===== src/hw/rtl/gbn_pkg.sv =====
// gbn_pkg: shared constants, register codes and state type for greedy_box_nms
// depends on nothing; imported by gbn_front, gbn_back, greedy_box_nms and greedy_box_nms_tb

package gbn_pkg;

    localparam int MAX_BOXES_DEF  = 64;
    localparam int COORD_BITS_DEF = 16;
    localparam int CLASS_BITS_DEF = 8;

    localparam int SCORE_BITS    = 17;
    localparam int THR_BITS      = 16;
    localparam int FRAC_BITS     = 16;
    localparam int CFG_IDX_BITS  = 2;
    localparam int CFG_DATA_BITS = 16;

    localparam logic [THR_BITS-1:0] THR_RESET = 16'h8000;

    typedef enum logic [CFG_IDX_BITS-1:0] {
        REG_IOU_THRESHOLD = 2'd0,
        REG_IGNORE_CLASS  = 2'd1
    } t_reg_idx;

    typedef enum logic [3:0] {
        ST_IDLE,
        ST_SCAN,
        ST_CAND,
        ST_CAND_W,
        ST_KLIST,
        ST_KBOX,
        ST_GEOM,
        ST_MUL_I,
        ST_MUL_A,
        ST_MUL_B,
        ST_UNION,
        ST_PROD_LO,
        ST_PROD_HI,
        ST_CMP,
        ST_KEEP,
        ST_FLUSH
    } t_bk_state;

endpackage


===== src/hw/rtl/gbn_front.sv =====
// gbn_front: takes box words, stores or drops them, hands finished sets to the back end
// depends on gbn_pkg; feeds the box store and job slot used by gbn_back

module gbn_front
    import gbn_pkg::*;
#(
    parameter int MAX_BOXES  = MAX_BOXES_DEF,
    parameter int COORD_BITS = COORD_BITS_DEF,
    parameter int CLASS_BITS = CLASS_BITS_DEF,
    localparam int IW    = $clog2(MAX_BOXES),
    localparam int CNT_W = $clog2(MAX_BOXES + 1)
) (
    input  logic                          i_clk,
    input  logic                          i_rst_n,
    input  logic                          start,
    output logic                          busy,
    input  logic signed [COORD_BITS-1:0]  i_box_left,
    input  logic signed [COORD_BITS-1:0]  i_box_top,
    input  logic signed [COORD_BITS-1:0]  i_box_right,
    input  logic signed [COORD_BITS-1:0]  i_box_bottom,
    input  logic signed [SCORE_BITS-1:0]  i_score,
    input  logic        [CLASS_BITS-1:0]  i_class_id,
    input  logic                          i_set_end,
    input  logic                          i_back_busy,
    output logic                          o_wr_en,
    output logic        [IW-1:0]          o_wr_addr,
    output logic        [4*COORD_BITS-1:0] o_wr_corners,
    output logic signed [SCORE_BITS-1:0]  o_wr_score,
    output logic        [CLASS_BITS-1:0]  o_wr_class,
    output logic                          o_job_vld,
    output logic        [CNT_W-1:0]       o_job_cnt,
    output logic                          o_job_ovf,
    input  logic                          i_job_pop
);

    logic             r_cnt_ovf;
    logic [CNT_W-1:0] r_cnt;
    logic             r_job_vld;
    logic [CNT_W-1:0] r_job_cnt;
    logic             r_job_ovf;

    logic             w_accept;
    logic             w_room;
    logic [CNT_W-1:0] w_cnt_after;
    logic             w_ovf_after;

    // a set in flight owns the box store until the back end is done with it
    assign busy     = r_job_vld | i_back_busy;
    assign w_accept = start & ~busy;
    assign w_room   = (r_cnt < CNT_W'(MAX_BOXES));

    assign w_cnt_after = w_room ? r_cnt + CNT_W'(1) : r_cnt;
    assign w_ovf_after = r_cnt_ovf | ~w_room;

    assign o_wr_en      = w_accept & w_room;
    assign o_wr_addr    = r_cnt[IW-1:0];
    assign o_wr_corners = {i_box_left, i_box_top, i_box_right, i_box_bottom};
    assign o_wr_score   = i_score;
    assign o_wr_class   = i_class_id;

    assign o_job_vld = r_job_vld;
    assign o_job_cnt = r_job_cnt;
    assign o_job_ovf = r_job_ovf;

    always_ff @(posedge i_clk) begin
        if (!i_rst_n) begin
            r_cnt     <= '0;
            r_cnt_ovf <= 1'b0;
            r_job_vld <= 1'b0;
        end else begin
            if (i_job_pop) begin
                r_job_vld <= 1'b0;
            end
            if (w_accept) begin
                if (i_set_end) begin
                    r_cnt     <= '0;
                    r_cnt_ovf <= 1'b0;
                    r_job_vld <= 1'b1;
                end else begin
                    r_cnt     <= w_cnt_after;
                    r_cnt_ovf <= w_ovf_after;
                end
            end
        end
    end

    always_ff @(posedge i_clk) begin
        if (w_accept && i_set_end) begin
            r_job_cnt <= w_cnt_after;
            r_job_ovf <= w_ovf_after;
        end
    end

endmodule


===== config.mk =====
export PLATFORM = sky130hd
export DESIGN_NAME = gbn_front
export DESIGN_NICKNAME = d
export VERILOG_FILES = /design/src/hw/rtl/gbn_pkg.sv /design/src/hw/rtl/gbn_front.sv
export SDC_FILE = /design/constraint.sdc
export NUM_CORES = 1
export LEC_CHECK = 0
export BUFFER_PORTS_ARGS = -buffer_cell sky130_fd_sc_hd__clkbuf_2
export CAP_MARGIN = 20
export CORE_AREA = 2 2 78 80
export DETAILED_ROUTE_END_ITERATION = 6
export DIE_AREA = 0 0 80 82
export PLACE_DENSITY = 0.78
export SLEW_MARGIN = 20
export SYNTH_ARGS = -nofsm -noshare
export SYNTH_HDL_FRONTEND = slang
export SYNTH_SLANG_ARGS = --single-unit

===== constraint.sdc =====
create_clock -name i_clk -period 1.37 [get_ports i_clk]
set_input_delay 0 -clock i_clk [delete_from_list [all_inputs] [get_ports i_clk]]
set_output_delay 0 -clock i_clk [all_outputs]
set_load 0.05 [all_outputs]

After elaboration in Yosys (flattened, before gate mapping) --
Cells that the tools add are included.
Storage, ports and cells: output and inout port bits 106, input bits 95, register bits after elaboration 17, logic and storage cells 20
Cells by class: multiplexer cells 6, reduce and logical (&&, ||, !) cells 1, add/sub/neg operators 1, bitwise logic cells 6, order comparisons 1
Operator list (count):
- 7-bit two-way mux | 2
- 7-bit by 1-bit adder with 7-bit output (second input constant) | 1
- 7-bit < comparator (second input constant) | 1
- 1-bit two-way mux | 4
- 1-bit bitwise AND | 2
- 1-bit NOT | 2
- 1-bit OR | 2
- 1-bit logical AND | 1

Depth between registers and ports, before layout --
depth after elaboration 4, depth in mapped cells 5

Worst setup path after synthesis --
Ideal clock, no wire load.
kind register to output, start reg r_job_vld, in the netlist o_job_vld, end out o_wr_en, data required time 1.370 ns, slack -0.336 ns, path buffers 1, arrival 1.706 ns, cell stages (with the launch flop) 4, cell sequence dfxtp_1 -> or3b_1 -> clkbuf_1 -> nor2_1
Between the ends: cells in the longest elaborated chain, start to end 4
RTL lines:
- start, declared | line gbn_front.sv:38 | logic r_job_vld;
- start signal, assigned | line gbn_front.sv:69 | r_job_vld <= 1'b0;
- start signal, assigned | line gbn_front.sv:72 | r_job_vld <= 1'b0;
- start signal, assigned | line gbn_front.sv:78 | r_job_vld <= 1'b1;
- 1-bit OR | line gbn_front.sv:48 | assign busy = r_job_vld | i_back_busy;
- 1-bit NOT | line gbn_front.sv:49 | assign w_accept = start & ~busy;
- 1-bit bitwise AND | line gbn_front.sv:49
- 1-bit bitwise AND | line gbn_front.sv:55 | assign o_wr_en = w_accept & w_room;
- end, declared | line gbn_front.sv:25 | output logic o_wr_en,
No other way between the ends.

Final worst setup path --
Ends and elaborated chain as after synthesis.

==> results.yml <==
status:
  outcome: "completed"
floorplan:
  die_x_um: 80
  core_um2: 5750
  io_pins: 201
  start_util_pct: 25.3
  die_h_um: 82
  num_rows: 28
  die-area_um2: 6560
clock_tree:
  root_buffer: "clkbuf_8"
  cts.reportedPaths.clkPinSlew_ps: 60
  numCtsBuffers: 3
  htree_levels: 1
  clock_path_buffers: 2
  worstSkewPairLatency_ps: 250
  clock-sinks: 17
  cts_tree: "built"
power:
  power_frac_seq_pct: 52.5
  cellLeakagePower_nw: 0.458
  clock_power_share_pct: 35.3
  power.internal_mw: 0.780
  switchingPower_mw: 0.251
  combPwrFrac_pct: 12.2
  peakVddDrop_mv: 0.257
  pwr_density_cell_nw_per_um2: 900
  power_switching_share_pct: 24.3
  p_total_mw: 1.03
logic_synthesis:
  ys_seq_area_share_pct: 28.9
  synth-main-ff-cell: "dfxtp_1"
  synth-simple-area-share_pct: 9.97
  synthMuxAreaShare_pct: 0.773
  avgSynthCellArea_um2: 8.93
  yosys.area_share.adder_pct: 0.859
  async_flop_share_pct: 0
  yosysWarnings: 0
  synth_top_cell_by_area: "buf_4"
  synth_edf_count: 8
  syn_inst: 163
  syn-num-nets: 259
  synth_top_area_share_pct: 49.5
  synth_compound_area_share_pct: 5.76
  synthTopCellsByArea: "buf_4 49%, edfxtp_1 16%, dfxtp_1 12%"
  synthDistinctLibCells: 28
  synthXorXnorAreaFrac_pct: 3.01
  ys_seq_elements: 17
  synth_top_family_by_area: "buffers and inverters"
  synth_area_um2: 1460
worst_setup_path:
  crit_slowest_cell: "or3b_4"
  regToRegSetupSlack_ps: 40
  cp_max_fo: 7
  critical_path_class: "reg -> out"
  timing.rr.end: "r_cnt[5]"
  startpoint_type: "register"
  setup.worst_path.start: "o_job_vld"
  required_ps: 1370
  max_stage_delay_ps: 380
  rr_worst_depth: 3
  crit_chain: "or3b_4, buf_6, nor2_4, buf_8"
  reg2reg_from: "o_job_vld"
  end_kind: "output pin"
  cp.arrival_ps: 1370
grt:
  grtUsageMet1_pct: 6.57
  met3_usage_pct: 14.8
  grt_max_degree: 12
  grt_first_pass_wirelength_um: 5210
  grt_usage_pct: 11.3
  grt.busiest_layer: "met2"
  overflow: 0
  use_met2_pct: 17.8
  antenna_found_initial: 0
  grt_pass1_vias: 814
worst_hold_path:
  holdPathEnd: "o_wr_class[7]"
  min_from: "i_class_id[7]"
  whs_path_depth: 0
  min_path_type: "in -> out"
timing:
  maxSlewViolCount: 0
  hold_viol_final: 0
  worst_slew_pin_slew_ps: 296
  whs_ps: 0.0220
  rsz0062_at_grt: "true"
  min_period_ps: 1370
  setup_viol: 0
  period_share_pct: 99.6
  relSlewSlack_pct: 80.3
  final.setup_skew_ps: 5.87
  max_clock_freq_mhz: 733
place:
  hpwl_um: 3370
  routabilityCongestion: 0.831
  io_buffers: 22
route:
  vias_per_cell: 4.31
  firstDrtPassIters: 4
  drc: 0
  num_vias: 768
  drt_iter0_drc: 42
  ant_nets: 0
  drt-total-wl_um: 3940
  routedWlPerCell_um: 22.2
cells_and_area:
  seq_area_um2: 428
  finalNetCount: 200
  multi_input_area_um2: 343
  final_cell_mix: "21 x clkbuf_2, 9 x buf_4, 8 x edfxtp_1"
  layout_commonest_cell: "clkbuf_2"
  n_fill_cell: 621
  fin_util_pct: 19.9
  layout-drive-gt1-share_pct: 53.4
  area_delta_synth_final_pct: -21.3
  antenna_cells: 0
run:
  cap_violations: 0
## cell type report
cell class | count | area share, %
repair buffers | 34 | 19.2
clock inverters | 1 | 0.437
multi-input cells | 45 | 29.9
flip-flops and latches | 17 | 37.3
inverters | 3 | 1.31
well taps | 75 | 8.19
clock buffers | 3 | 3.60
## power by group through the flow
stage                     registers (mW)  logic, mW  clock network [mW]
after global routing               0.542      0.133               0.401
after detailed placement           0.552      0.110                   0
after CTS                          0.541      0.122               0.378
after global placement             0.552      0.109                   0
final                              0.541      0.126               0.364
after floorplan                    0.577      0.750                   0
## sequential cells by signal, summed over array words and instances (netlist names)
signal	cells
r_cnt	7
o_job_ovf	1
o_job_cnt	7
r_cnt_ovf	1
o_job_vld	1
## how the worst max path moves through the flow
stage	to	cells after the start
after global routing	o_wr_en	4
after CTS	o_wr_en	4
final	o_wr_en	4
after detailed placement	r_cnt[5]	4
after global placement	r_cnt[5]	3
after floorplan	r_cnt[5]	4
## cells in the mapped netlist (all sizes together) (2+ instances only)
library cell and number:
xnor2 4, nor2 4, dfxtp 9, edfxtp 8
or2 2, a21oi 8, buf 96, nand2b 2
inv 3, nand3b 3, clkbuf 2, nand2 5
o21ai 3
## stage by stage
step / instances / setup WS [ps] / setup TNS [ps] / instance area, um2
6_report: 178 / 4.96 / 0 / 1150
5_1_grt: 178 / -27.9 / -60.8 / 1150
4_1_cts: 177 / -20.0 / -20.0 / 1090
3_5_place_dp: 171 / 62.0 / 0 / 1010
3_3_place_gp: 171 / 91.4 / 0 / 1010
2_1_floorplan: 163 / -94.8 / -94.8 / 1470
## critical path, delay by kind of cell (launching register included)
kind                   cells  cell delay [ps]
DFF                        1              350
buffers and inverters      2              300
and+or+nand+nor            2              470
## what timing repair did
action,4_1_cts,5_1_grt
hold buffers,1,0
gates resized for setup,5,12
setup endpoints to repair,1,7
setup buffers,1,1
pin swaps,0,4
endpoints found under the hold margin,1,0
## layer usage
layer | share of wire (%) | wire, um | vias up
met1 | 20 | 770 | 321
met2 | 49 | 1940 | 117
met5 | 0.94 | 37 | -
li1 | - | - | 312
met3 | 28 | 1090 | 16
met4 | 2.5 | 99 | 2
## kinds of logic after synthesis
group,count (synthesis)
multiplexers,1
flip-flops,17
adder cells (fa/ha/maj),1
AO/OA/AOI/OAI,14
XOR/XNOR,5
AND/OR/NAND/NOR,24
buffers and inverters,101
(Power assumes the default switching activity.)
